<file path="src/rtl/sdet_pkg.sv">
// ----------------------------------------------------------------------------
// sdet_pkg
// types, register map and reset values shared by the switch debounce and
// edge timer block
// ----------------------------------------------------------------------------
package sdet_pkg;

    localparam int PORT_W  = 8;
    localparam int PIN_W   = 3;
    localparam int HOLD_W  = 16;
    localparam int TIME_W  = 32;
    localparam int DATA_W  = 32;
    localparam int ADDR_W  = 4;
    localparam int IDX_W   = 2;

    localparam logic [PIN_W-1:0]  PIN_INDEX_RST    = 3'd0;
    localparam logic              INVERT_LEVEL_RST = 1'b0;
    localparam logic [HOLD_W-1:0] MIN_ON_MS_RST    = 16'd30;
    localparam logic [HOLD_W-1:0] MIN_OFF_MS_RST   = 16'd30;

    typedef enum logic [1:0] {
        PH_RELEASED = 2'd0,
        PH_PEND_ON  = 2'd1,
        PH_PRESSED  = 2'd2,
        PH_PEND_OFF = 2'd3
    } phase_t;

    typedef enum logic [IDX_W-1:0] {
        REG_PIN_INDEX    = 2'd0,
        REG_INVERT_LEVEL = 2'd1,
        REG_MIN_ON_MS    = 2'd2,
        REG_MIN_OFF_MS   = 2'd3
    } reg_idx_t;

    typedef struct packed {
        logic [PIN_W-1:0]  pin_index;
        logic              invert_level;
        logic [HOLD_W-1:0] min_on_ms;
        logic [HOLD_W-1:0] min_off_ms;
    } cfg_t;

    typedef struct packed {
        logic              debounced_on;
        logic              rising_edge;
        logic              falling_edge;
        logic [TIME_W-1:0] pressed_ms;
        logic [TIME_W-1:0] released_ms;
    } res_t;

endpackage

</file>
<file path="src/rtl/sdet_regs.sv">
// ----------------------------------------------------------------------------
// sdet_regs
// apb configuration registers: pin select, level sense and hold times
// ----------------------------------------------------------------------------
module sdet_regs (
    input  logic                        clk,
    input  logic                        rst_n,
    input  logic                        psel,
    input  logic                        penable,
    input  logic                        pwrite,
    input  logic [sdet_pkg::ADDR_W-1:0] paddr,
    input  logic [sdet_pkg::DATA_W-1:0] pwdata,
    output logic [sdet_pkg::DATA_W-1:0] prdata,
    output logic                        pready,
    output sdet_pkg::cfg_t              cfg
);
    import sdet_pkg::*;

    cfg_t     cfg_reg;
    cfg_t     cfg_next;
    reg_idx_t idx;
    logic     wr_en;

    assign idx    = reg_idx_t'(paddr[ADDR_W-1:2]);
    assign wr_en  = psel && penable && pwrite;
    assign pready = 1'b1;
    assign cfg    = cfg_reg;

    always_comb
    begin
        cfg_next = cfg_reg;
        if (wr_en)
        begin
            unique case (idx)
                REG_PIN_INDEX:    cfg_next.pin_index    = pwdata[PIN_W-1:0];
                REG_INVERT_LEVEL: cfg_next.invert_level = pwdata[0];
                REG_MIN_ON_MS:    cfg_next.min_on_ms    = pwdata[HOLD_W-1:0];
                REG_MIN_OFF_MS:   cfg_next.min_off_ms   = pwdata[HOLD_W-1:0];
                default:          cfg_next = cfg_reg;
            endcase
        end
    end

    always_comb
    begin
        unique case (idx)
            REG_PIN_INDEX:    prdata = {{(DATA_W-PIN_W){1'b0}}, cfg_reg.pin_index};
            REG_INVERT_LEVEL: prdata = {{(DATA_W-1){1'b0}}, cfg_reg.invert_level};
            REG_MIN_ON_MS:    prdata = {{(DATA_W-HOLD_W){1'b0}}, cfg_reg.min_on_ms};
            REG_MIN_OFF_MS:   prdata = {{(DATA_W-HOLD_W){1'b0}}, cfg_reg.min_off_ms};
            default:          prdata = '0;
        endcase
    end

    always_ff @(posedge clk or negedge rst_n)
    begin
        if (!rst_n)
        begin
            cfg_reg.pin_index    <= PIN_INDEX_RST;
            cfg_reg.invert_level <= INVERT_LEVEL_RST;
            cfg_reg.min_on_ms    <= MIN_ON_MS_RST;
            cfg_reg.min_off_ms   <= MIN_OFF_MS_RST;
        end
        else
        begin
            cfg_reg <= cfg_next;
        end
    end

endmodule

</file>
<file path="src/rtl/sdet_fsm.sv">
// ----------------------------------------------------------------------------
// sdet_fsm
// four-phase debounce machine with press and release timing; the state
// registers double as the result register
// ----------------------------------------------------------------------------
module sdet_fsm (
    input  logic                        clk,
    input  logic                        rst_n,
    input  logic                        advance,
    input  logic                        active,
    input  logic [sdet_pkg::TIME_W-1:0] now_ms,
    input  sdet_pkg::cfg_t              cfg,
    output sdet_pkg::res_t              res
);
    import sdet_pkg::*;

    phase_t              phase_reg,          phase_next;
    logic [TIME_W-1:0]   press_stamp_reg,    press_stamp_next;
    logic [TIME_W-1:0]   release_stamp_reg,  release_stamp_next;
    logic [TIME_W-1:0]   press_length_reg,   press_length_next;
    logic [TIME_W-1:0]   release_length_reg, release_length_next;
    logic                level_reg,          level_next;
    logic                rise_reg,           rise_next;
    logic                fall_reg,           fall_next;
    logic [TIME_W-1:0]   on_elapsed;
    logic [TIME_W-1:0]   off_elapsed;
    logic                on_held;
    logic                off_held;

    assign on_elapsed  = now_ms - press_stamp_reg;
    assign off_elapsed = now_ms - release_stamp_reg;
    assign on_held     = on_elapsed > {{(TIME_W-HOLD_W){1'b0}}, cfg.min_on_ms};
    assign off_held    = off_elapsed > {{(TIME_W-HOLD_W){1'b0}}, cfg.min_off_ms};

    always_comb
    begin
        phase_next          = phase_reg;
        press_stamp_next    = press_stamp_reg;
        release_stamp_next  = release_stamp_reg;
        press_length_next   = press_length_reg;
        release_length_next = release_length_reg;
        level_next          = level_reg;
        rise_next           = rise_reg;
        fall_next           = fall_reg;
        if (advance)
        begin
            unique case (phase_reg)
                PH_RELEASED:
                begin
                    fall_next = 1'b0;
                    if (active)
                    begin
                        phase_next       = PH_PEND_ON;
                        press_stamp_next = now_ms;
                    end
                    else
                    begin
                        release_length_next = off_elapsed;
                    end
                end
                PH_PEND_ON:
                begin
                    if (!active)
                    begin
                        phase_next = PH_RELEASED;
                    end
                    else if (on_held)
                    begin
                        phase_next          = PH_PRESSED;
                        level_next          = 1'b1;
                        rise_next           = 1'b1;
                        release_length_next = press_stamp_reg - release_stamp_reg;
                    end
                end
                PH_PRESSED:
                begin
                    rise_next = 1'b0;
                    if (!active)
                    begin
                        phase_next         = PH_PEND_OFF;
                        release_stamp_next = now_ms;
                    end
                    else
                    begin
                        press_length_next = on_elapsed;
                    end
                end
                PH_PEND_OFF:
                begin
                    if (active)
                    begin
                        phase_next = PH_PRESSED;
                    end
                    else if (off_held)
                    begin
                        phase_next        = PH_RELEASED;
                        level_next        = 1'b0;
                        fall_next         = 1'b1;
                        press_length_next = release_stamp_reg - press_stamp_reg;
                    end
                end
                default:
                begin
                    phase_next = PH_RELEASED;
                end
            endcase
        end
    end

    always_ff @(posedge clk or negedge rst_n)
    begin
        if (!rst_n)
        begin
            phase_reg          <= PH_RELEASED;
            press_stamp_reg    <= '0;
            release_stamp_reg  <= '0;
            press_length_reg   <= '0;
            release_length_reg <= '0;
            level_reg          <= 1'b0;
            rise_reg           <= 1'b0;
            fall_reg           <= 1'b0;
        end
        else
        begin
            phase_reg          <= phase_next;
            press_stamp_reg    <= press_stamp_next;
            release_stamp_reg  <= release_stamp_next;
            press_length_reg   <= press_length_next;
            release_length_reg <= release_length_next;
            level_reg          <= level_next;
            rise_reg           <= rise_next;
            fall_reg           <= fall_next;
        end
    end

    assign res.debounced_on = level_reg;
    assign res.rising_edge  = rise_reg;
    assign res.falling_edge = fall_reg;
    assign res.pressed_ms   = press_length_reg;
    assign res.released_ms  = release_length_reg;

    a_rise_pressed: assert property (@(posedge clk) disable iff (!rst_n)
        rise_reg |-> level_reg)
        else $error("rising edge flag without debounced level");

    a_fall_released: assert property (@(posedge clk) disable iff (!rst_n)
        fall_reg |-> !level_reg)
        else $error("falling edge flag with debounced level");

    a_level_phase: assert property (@(posedge clk) disable iff (!rst_n)
        level_reg == (phase_reg == PH_PRESSED || phase_reg == PH_PEND_OFF))
        else $error("debounced level disagrees with phase");

    a_state_holds: assert property (@(posedge clk) disable iff (!rst_n)
        !advance |=> $stable(phase_reg) && $stable(press_length_reg)
                     && $stable(release_length_reg) && $stable(rise_reg))
        else $error("state changed without an item");

    a_rise_one_item: assert property (@(posedge clk) disable iff (!rst_n)
        $rose(rise_reg) |-> $past(phase_reg) == PH_PEND_ON)
        else $error("press confirmed outside pending on");

endmodule

</file>
<file path="src/rtl/switch_debounce_edge_timer_core.sv">
// ----------------------------------------------------------------------------
// switch_debounce_edge_timer_core
// debounces one pin of a polled port and times presses and releases
//
// each input item is one poll (port_value, now_ms) on a valid/ready channel;
// each poll yields exactly one result item (debounced_on, rising_edge,
// falling_edge, pressed_ms, released_ms) on a valid/ready output channel.
// an accepted item lands in the input register; when it advances, the phase
// machine updates from it and the updated state registers are the result.
// one item per cycle is sustained while out_ready is high: the phase step is
// a combinational 32-bit subtract and compare, and the input register takes
// a new item as its held item advances.
// when out_ready is low the result holds, the input register fills, and
// in_ready drops until the result is taken.
// reset clears the phase to released, all stamps and lengths to zero and
// the registers to pin 0, active low, 30 ms on and off hold.
// configuration goes through the apb port, at byte address 4 * index; the user
// must write it only while no item is in flight, the block does not enforce this.
// ----------------------------------------------------------------------------
module switch_debounce_edge_timer_core (
    input  logic                        clk,
    input  logic                        rst_n,
    input  logic                        psel,
    input  logic                        penable,
    input  logic                        pwrite,
    input  logic [sdet_pkg::ADDR_W-1:0] paddr,
    input  logic [sdet_pkg::DATA_W-1:0] pwdata,
    output logic [sdet_pkg::DATA_W-1:0] prdata,
    output logic                        pready,
    input  logic                        in_valid,
    output logic                        in_ready,
    input  logic [sdet_pkg::PORT_W-1:0] port_value,
    input  logic [sdet_pkg::TIME_W-1:0] now_ms,
    output logic                        out_valid,
    input  logic                        out_ready,
    output logic                        debounced_on,
    output logic                        rising_edge,
    output logic                        falling_edge,
    output logic [sdet_pkg::TIME_W-1:0] pressed_ms,
    output logic [sdet_pkg::TIME_W-1:0] released_ms
);
    import sdet_pkg::*;

    cfg_t              cfg;
    res_t              res;
    logic              s1_valid_reg, s1_valid_next;
    logic [PORT_W-1:0] port_reg;
    logic [TIME_W-1:0] now_reg;
    logic              out_valid_reg, out_valid_next;
    logic              advance;
    logic              active;

    sdet_regs u_regs (
        .clk     (clk),
        .rst_n   (rst_n),
        .psel    (psel),
        .penable (penable),
        .pwrite  (pwrite),
        .paddr   (paddr),
        .pwdata  (pwdata),
        .prdata  (prdata),
        .pready  (pready),
        .cfg     (cfg)
    );

    assign advance  = s1_valid_reg && (!out_valid_reg || out_ready);
    assign in_ready = !s1_valid_reg || advance;
    assign active   = !port_reg[cfg.pin_index] ^ cfg.invert_level;

    always_comb
    begin
        s1_valid_next = s1_valid_reg;
        if (in_ready)
        begin
            s1_valid_next = in_valid;
        end
        out_valid_next = out_valid_reg;
        if (advance)
        begin
            out_valid_next = 1'b1;
        end
        else if (out_ready)
        begin
            out_valid_next = 1'b0;
        end
    end

    always_ff @(posedge clk or negedge rst_n)
    begin
        if (!rst_n)
        begin
            s1_valid_reg  <= 1'b0;
            out_valid_reg <= 1'b0;
        end
        else
        begin
            s1_valid_reg  <= s1_valid_next;
            out_valid_reg <= out_valid_next;
        end
    end

    always_ff @(posedge clk)
    begin
        if (in_valid && in_ready)
        begin
            port_reg <= port_value;
            now_reg  <= now_ms;
        end
    end

    sdet_fsm u_fsm (
        .clk     (clk),
        .rst_n   (rst_n),
        .advance (advance),
        .active  (active),
        .now_ms  (now_reg),
        .cfg     (cfg),
        .res     (res)
    );

    assign out_valid    = out_valid_reg;
    assign debounced_on = res.debounced_on;
    assign rising_edge  = res.rising_edge;
    assign falling_edge = res.falling_edge;
    assign pressed_ms   = res.pressed_ms;
    assign released_ms  = res.released_ms;

endmodule
</file>
<file path="config.mk">
export PLATFORM = sky130hd
export DESIGN_NAME = switch_debounce_edge_timer_core
export DESIGN_NICKNAME = d
export VERILOG_FILES = /design/src/rtl/sdet_pkg.sv /design/src/rtl/sdet_regs.sv /design/src/rtl/sdet_fsm.sv /design/src/rtl/switch_debounce_edge_timer_core.sv
export SDC_FILE = /design/constraint.sdc
export NUM_CORES = 1
export LEC_CHECK = 0
export BUFFER_PORTS_ARGS = -buffer_cell sky130_fd_sc_hd__buf_2
export CAP_MARGIN = 40
export CORE_MARGIN = 2
export CORE_UTILIZATION = 61
export DETAILED_ROUTE_END_ITERATION = 16
export GPL_TIMING_DRIVEN = 0
export MAX_ROUTING_LAYER = met4
export PLACE_DENSITY = 0.79
export REMOVE_ABC_BUFFERS = 1
export SKIP_CTS_REPAIR_TIMING = 1
export SLEW_MARGIN = 20
export SYNTH_ARGS = -nofsm -noshare
export SYNTH_HDL_FRONTEND = slang
export SYNTH_SLANG_ARGS = --single-unit
</file>
<file path="constraint.sdc">
create_clock -name clk -period 6.2 [get_ports clk]
set_clock_uncertainty 0.05 [all_clocks]
set_input_delay 1.24 -clock clk [delete_from_list [all_inputs] [get_ports clk]]
set_output_delay 1.24 -clock clk [all_outputs]
set_load 0.005 [all_outputs]
</file>
==> results of run 1 <==
==> logic make-up after synthesis <==
logic type | Yosys count
adders and majority gates | 160
buffers and inverters | 243
DFF | 211
and+or+nand+nor | 504
xor gates and xnor gates | 108
AOI/OAI and AO/OA | 587
other | 2
muxes | 116
==> critical path, cell delays in order, from the launching register on <==
cell and delay, ns:
edfxtp_1 0.52, ha_1 0.33, nor2b_1 0.22, o2111ai_2 0.25, a21oi_1 0.24, o21ai_0 0.09
a21oi_1 0.21, nor2_1 0.09, o21ai_1 0.25, a31oi_1 0.14, xnor2_1 0.20, ha_1 0.32
nand4_1 0.18, or4_1 0.63, o31ai_2 0.16, o221ai_2 0.19, nor4_2 0.40, nand4_2 0.27
or4_4 0.58, o2111ai_2 0.20, or3b_1 0.36
==> per-layer routing <==
metal / vias up / wire [um]
li1: 7106 / -
met1: 7374 / 22860
met2: 767 / 21690
met3: 105 / 4590
met4: 0 / 1433
met5: - / 0
==> report_power, final <==
group | switching (uW) | internal, uW | total [uW] | leakage (uW)
combinational | 5400 | 3430 | 8820 | 0.00574
clock | 616 | 878 | 1490 | 0.000403
sequential | 379 | 1930 | 2310 | 0.00243
total | 6390 | 6230 | 12600 | 0.00857
==> final timing paths <==
| check | startpoint | to | slack (ns) | cells after the start |
|---|---|---|---|---|
| setup reg to reg | now_reg[1] | u_fsm.release_length_reg[23] | 0.18 | 20 |
| setup / recovery | now_reg[1] | u_fsm.release_length_reg[23] | 0.18 | 20 |
| max in group asynchronous | rst_n | u_fsm.press_stamp_reg[29] | 4.59 | 2 |
| min in group asynchronous | rst_n | u_fsm.press_length_reg[7] | 0.58 | 1 |
| hold reg to reg | u_fsm.release_length_reg[29] | u_fsm.release_length_reg[29] | 0.43 | 1 |
| hold / removal | u_fsm.release_length_reg[29] | u_fsm.release_length_reg[29] | 0.43 | 1 |
==> cell usage after synthesis, types with 7 or more instances <==
| library cell | count | area share |
|---|---|---|
| mux2_2 | 83 | 0.055 |
| dfstp_2 | 8 | 0.012 |
| ha_1 | 156 | 0.12 |
| a31oi_1 | 16 | 0.0059 |
| clkbuf_1 | 81 | 0.018 |
| nor3_1 | 29 | 0.0086 |
| nor2b_1 | 28 | 0.010 |
| o21bai_1 | 17 | 0.0075 |
| dfrtp_1 | 163 | 0.24 |
| a211oi_1 | 46 | 0.020 |
| buf_4 | 20 | 0.0088 |
| nor2_1 | 113 | 0.025 |
| xor2_1 | 45 | 0.023 |
| edfxtp_1 | 40 | 0.071 |
| o211ai_1 | 15 | 0.0066 |
| mux2_1 | 9 | 0.0060 |
| and3_1 | 11 | 0.0041 |
| o31ai_1 | 19 | 0.0084 |
| nand4_1 | 25 | 0.0092 |
| or3_1 | 13 | 0.0048 |
| nor4_1 | 7 | 0.0026 |
| inv_1 | 133 | 0.029 |
| a21o_1 | 62 | 0.027 |
| o21ai_0 | 163 | 0.048 |
| a21oi_1 | 135 | 0.040 |
| and2_1 | 8 | 0.0029 |
| o21a_1 | 16 | 0.0071 |
| nand3_1 | 31 | 0.0091 |
| mux2i_1 | 21 | 0.012 |
| a2bb2oi_1 | 9 | 0.0046 |
| nand2_1 | 192 | 0.042 |
| nand2b_1 | 16 | 0.0059 |
| o22ai_1 | 10 | 0.0037 |
| a311oi_1 | 7 | 0.0036 |
| xnor2_1 | 63 | 0.033 |
| o221ai_1 | 7 | 0.0036 |
==> metrics by stage <==
step | cell area (um^2) | setup slack (ns) | util | power [uW] | hold WS [ns]
after floorplan | 16530 | 1.033 | - | 8354 | 0.4016
after global placement | 17750 | -1.266 | 0.6443 | 10530 | 0.4137
after detailed placement | 18010 | -0.4268 | 0.6535 | 10810 | 0.4193
after CTS | 18820 | -0.4809 | 0.6831 | 12380 | 0.4322
after global routing | 18900 | -0.008657 | 0.6858 | 13520 | 0.4596
final | 18900 | 0.1782 | 0.6858 | 12620 | 0.4307
==> layout make-up <==
cell class | count | area [um^2] | area share
multi-input cells | 1492 | 10630 | 0.5627
repair buffers | 163 | 982.2 | 0.05198
well taps | 378 | 473.0 | 0.02503
diodes | 1 | 2.502 | 0.0001324
clock inverters | 15 | 157.7 | 0.008343
flip-flops and latches | 211 | 5490 | 0.2906
clock buffers | 31 | 658.1 | 0.03483
inverters | 133 | 499.2 | 0.02642
==> flow_metrics.env, run 1 <==
export IMPL_core_um2=27550
export IMPL_routedWlPerCell_um=20.86
export IMPL_antenna_found_initial=1
export IMPL_vias=15350
export IMPL_initial_utilization=0.6160
export IMPL_p_per_area_nw_per_um2=667.9
export IMPL_syn_area_um2=16970
export IMPL_stdcell_count=2424
export IMPL_ys_async_sr_fraction=0.8104
export IMPL_drive_gt1_frac=0.1638
export IMPL_synth_compound_area_share=0.2239
export IMPL_routed_wl_um=50570
export IMPL_met2_usage=0.5195
export IMPL_synth_fa_ha_area_frac=0.1197
export IMPL_synth_edf_count=40
export IMPL_fin_crit_ns=6.022
export IMPL_ir_worst_vdd_v=0.0003010
export IMPL_final_max_slew_viol_count=0
export IMPL_fin_tns_setup_ns=0
export IMPL_max_freq_mhz=166.1
export IMPL_drtIter0Drc=1836
export IMPL_clock_path_buffers=3
export IMPL_cts_tree="yes"
export IMPL_cts_root_buffer="clkbuf_16"
export IMPL_worstPathMaxFanout=11
export IMPL_yosysWarnings=0
export IMPL_cts_reportedPaths_clkPinSlew_ns=0.06
export IMPL_grt_start_max_net_pins=97
export IMPL_synth_simple_area_share=0.1407
export IMPL_firstDrtPassIters=5
export IMPL_hpwlAfterDp_um=38450
export IMPL_rows=61
export IMPL_synth_top_family_by_area="compound AO/OA/AOI/OAI gates"
export IMPL_die_h_um=170.8
export IMPL_syn_to_final_growth_pct=11.34
export IMPL_cts_htree_levels=1
export IMPL_timing_final_crit_share=0.9713
export IMPL_grt_pass1_vias=14260
export IMPL_final_cell_mix="190 x nand2_1, 163 x dfrtp_1, 162 x o21ai_0"
export IMPL_grt_pass1_wl_um=78070
export IMPL_ys_seq_elements=211
export IMPL_synth_cell_types=89
export IMPL_endpoint_kind="flip-flop"
export IMPL_globalRouteOverflowTotal=0
export IMPL_numCtsBuffers=25
export IMPL_worst_slew_pin_slew_ns=0.8815
export IMPL_drc=0
export IMPL_min_path_type="flip-flop to flip-flop"
export IMPL_synth_seq_area_share=0.3235
export IMPL_dieWidth_um=170.8
export IMPL_largest_register_ffs=36
export IMPL_p_leak_uw=0.008575
export IMPL_clock_latency_ns=0.55
export IMPL_io_pins=185
export IMPL_max_cap_viol_count=0
export IMPL_portBuffers=149
export IMPL_clock_sinks=211
export IMPL_synthMuxAreaShare=0.07741
export IMPL_syn_inst=1931
export IMPL_cp_required_ns=6.57
export IMPL_gp_congestion=0.9441
export IMPL_hold_viol_final=0
export IMPL_vias_per_cell=6.333
export IMPL_dieArea_um2=29170
export IMPL_postSynthAreaPerCell_um2=8.789
export IMPL_status="finished clean"
export IMPL_slew_headroom=0.4047
export IMPL_mostFrequentLayoutCell="nand2_1"
export IMPL_critPathKind="flip-flop to flip-flop"
export IMPL_nNetsFinal=2269
export IMPL_finalSetupViolations=0
export IMPL_grtUsageTotal=0.3511
export IMPL_worstSetupStartpointType="flip-flop"
export IMPL_ant_nets=0
export IMPL_met3_usage=0.04719
export IMPL_ys_flop_type="dfrtp_1"
export IMPL_synthXorXnorAreaFrac=0.05574
export IMPL_placed_cells=2372
export IMPL_fillers=2230
export IMPL_busiest_layer="met2"
export IMPL_use_met1=0.5051
export IMPL_arrival_ns=6.39
Power figures use the tool's default switching activity.
==> inputs of run 2 (changes only) <==
--- a/config.mk
+++ b/config.mk
@@ -8,11 +8,11 @@
 export BUFFER_PORTS_ARGS = -buffer_cell sky130_fd_sc_hd__buf_2
 export CAP_MARGIN = 40
 export CORE_MARGIN = 2
-export CORE_UTILIZATION = 61
+export CORE_UTILIZATION = 50
 export DETAILED_ROUTE_END_ITERATION = 16
 export GPL_TIMING_DRIVEN = 0
 export MAX_ROUTING_LAYER = met4
-export PLACE_DENSITY = 0.79
+export PLACE_DENSITY = 0.67
 export REMOVE_ABC_BUFFERS = 1
 export SKIP_CTS_REPAIR_TIMING = 1
 export SLEW_MARGIN = 20
==> constraint.sdc (replaced) <==
create_clock -name clk -period 6.2 [get_ports clk]
set_clock_uncertainty 0.05 [all_clocks]
set_input_delay 1.86 -clock clk [delete_from_list [all_inputs] [get_ports clk]]
set_output_delay 1.86 -clock clk [all_outputs]
set_load 0.005 [all_outputs]
==> run 2 against run 1 <==
Sequential share of layout area down 0.17 points. Critical path depth unchanged. Combinational power about the same. Clock-buffer cell count is 1 higher. Sequential cell count unchanged. Register-to-register slack improved by 0.09 ns. Cell area rose by 0.59%. Non-clock buffer count up 3. Power is 0.21% lower. Core utilization fell by 12 points. Clock power hardly changed. Largest power group unchanged. Highest routed layer unchanged.
==> flow_metrics.env, run 2 (same netlist as run 1, synthesis figures left out) <==
export IMPL_grt_pass1_vias=14160
export IMPL_rrSetupSlack_ns=0.27
export IMPL_routedWlPerCell_um=20.43
export IMPL_cts_root_buffer="clkbuf_16"
export IMPL_hold_viol_final=0
export IMPL_fin_crit_ns=5.931
export IMPL_largest_register_ffs=36
export IMPL_layout_cell_area_non_filler_um2=19010
export IMPL_worstSetupStartpointType="flip-flop"
export IMPL_cts_tree="yes"
export IMPL_firstDrtPassIters=6
export IMPL_grtUsageTotal=0.2923
export IMPL_drive_gt1_frac=0.1670
export IMPL_finalSetupViolations=0
export IMPL_routed_wl_um=50990
export IMPL_io_pins=185
export IMPL_critPathKind="flip-flop to flip-flop"
export IMPL_portBuffers=149
export IMPL_grt_pass1_wl_um=79200
export IMPL_initial_utilization=0.5074
export IMPL_crit_chain="inv_1 -> ha_1 -> inv_1 -> fa_1 -> a21oi_1 -> o2bb2ai_1 -> o31ai_4 -> o21bai_1 -> a21oi_1 -> xnor2_1 -> ha_1 -> nand4_1 -> or4_1 -> o31ai_2 -> o221ai_2 -> nor4_2 -> nand4_2 -> or4_4 -> o2111ai_2 -> or3b_1"
export IMPL_cp_required_ns=6.58
export IMPL_endpoint_kind="flip-flop"
export IMPL_numCtsBuffers=25
export IMPL_rows=67
export IMPL_slowest_delay_ns=0.62
export IMPL_syn_to_final_growth_pct=12.00
export IMPL_nNetsFinal=2272
export IMPL_r2r_start="now_reg[0]"
export IMPL_ant_nets=0
export IMPL_drtIter0Drc=1605
export IMPL_dieWidth_um=188.2
export IMPL_cts_reportedPaths_clkPinSlew_ns=0.06
export IMPL_status="finished clean"
export IMPL_antenna_found_initial=0
export IMPL_grt_start_max_net_pins=94
export IMPL_worst_slew_pin_slew_ns=0.8615
export IMPL_arrival_ns=6.31
export IMPL_p_per_area_nw_per_um2=662.7
export IMPL_placed_area_um2=18090
export IMPL_hpwlAfterDp_um=39300
export IMPL_cts_htree_levels=1
export IMPL_globalRouteOverflowTotal=0
export IMPL_slew_headroom=0.4204
export IMPL_cp_startpoint="now_reg[0]"
export IMPL_final_max_slew_viol_count=0
export IMPL_ir_worst_vdd_v=0.0003165
export IMPL_final_cell_mix="190 x nand2_1, 163 x dfrtp_1, 162 x o21ai_0"
export IMPL_n_antenna_cell=0
export IMPL_r2r_cells=20
export IMPL_gp_congestion=0.9088
export IMPL_min_path_type="flip-flop to flip-flop"
export IMPL_vias=15050
export IMPL_crit_slowest_cell="or4_1"
export IMPL_clock_sinks=211
export IMPL_core_um2=33450
export IMPL_worstPathMaxFanout=10
export IMPL_max_freq_mhz=168.6
export IMPL_clock_latency_ns=0.55
export IMPL_hold_slack_ns=0.4294
export IMPL_drc=0
export IMPL_p_leak_uw=0.008587
export IMPL_crit_end="u_fsm.release_length_reg[23]"
export IMPL_timing_final_crit_share=0.9567
export IMPL_r2r_end="u_fsm.release_length_reg[23]"
export IMPL_mostFrequentLayoutCell="nand2_1"
export IMPL_die_h_um=188.2
export IMPL_vias_per_cell=6.028
export IMPL_dieArea_um2=35430
export IMPL_fin_tns_setup_ns=0
export IMPL_rsz0062_at_grt="false"
export IMPL_clock_path_buffers=3
export IMPL_max_cap_viol_count=0
## run 2: worst min path at each step
| stage | to | start | cells past startpoint | slack (ns) |
|---|---|---|---|---|
| final | u_fsm.release_length_reg[22] | u_fsm.release_length_reg[22] | 1 | 0.43 |
| after detailed placement | u_fsm.release_length_reg[30] | u_fsm.release_length_reg[30] | 1 | 0.42 |
| after global routing | u_fsm.release_length_reg[22] | u_fsm.release_length_reg[22] | 1 | 0.44 |
| after floorplan | u_fsm.release_stamp_reg[0] | now_reg[0] | 2 | 0.40 |
| after CTS | u_fsm.release_length_reg[30] | u_fsm.release_length_reg[30] | 1 | 0.43 |
| after global placement | u_fsm.release_length_reg[28] | u_fsm.release_length_reg[28] | 1 | 0.41 |
## run 2: area by class of cell
class	count	area, um^2
Tap cell	448	560.5
Multi-Input combinational cell	1492	10640
Clock buffer	32	671.9
Sequential cell	211	5490
Fill cell	2964	14440
Timing Repair Buffer	166	1001
Inverter	133	499.2
Clock inverter	14	140.1
## run 2: power by group
part	total (uW)	internal (uW)	switching [uW]
registers	2300	1930	375
logic	8810	3440	5380
clock network	1480	853	629
total	12600	6220	6380
## run 2: worst max-delay path, delay by kind of cell (launching register included)
kind | cells | cell delay [ns]
AOI/OAI and AO/OA | 8 | 1.73
xor gates and xnor gates | 1 | 0.14
adders and majority gates | 3 | 0.92
buffers and inverters | 2 | 0.17
DFF | 1 | 0.39
and+or+nand+nor | 6 | 2.38
## run 2: through the flow
| step | utilization | worst slack, ns | instances | total power (uW) |
|---|---|---|---|---|
| final | 0.5682 | 0.2687 | 2496 | 12600 |
| after global routing | 0.5682 | 0.03106 | 2496 | 13580 |
| after CTS | 0.5650 | -0.4715 | 2488 | 12390 |
| after detailed placement | 0.5407 | -0.4588 | 2442 | 10840 |
| after global placement | 0.5333 | -1.379 | 2433 | 10610 |
| after floorplan | - | 1.033 | 1836 | 8354 |
## run 2: metal layers
metal / GRT usage / vias up / part of all wire
li1: - / 7136 / -
met1: 0.4263 / 7162 / 0.47
met2: 0.4252 / 665 / 0.42
met3: 0.03967 / 83 / 0.086
met4: 0.07904 / 0 / 0.029
met5: - / - / 0
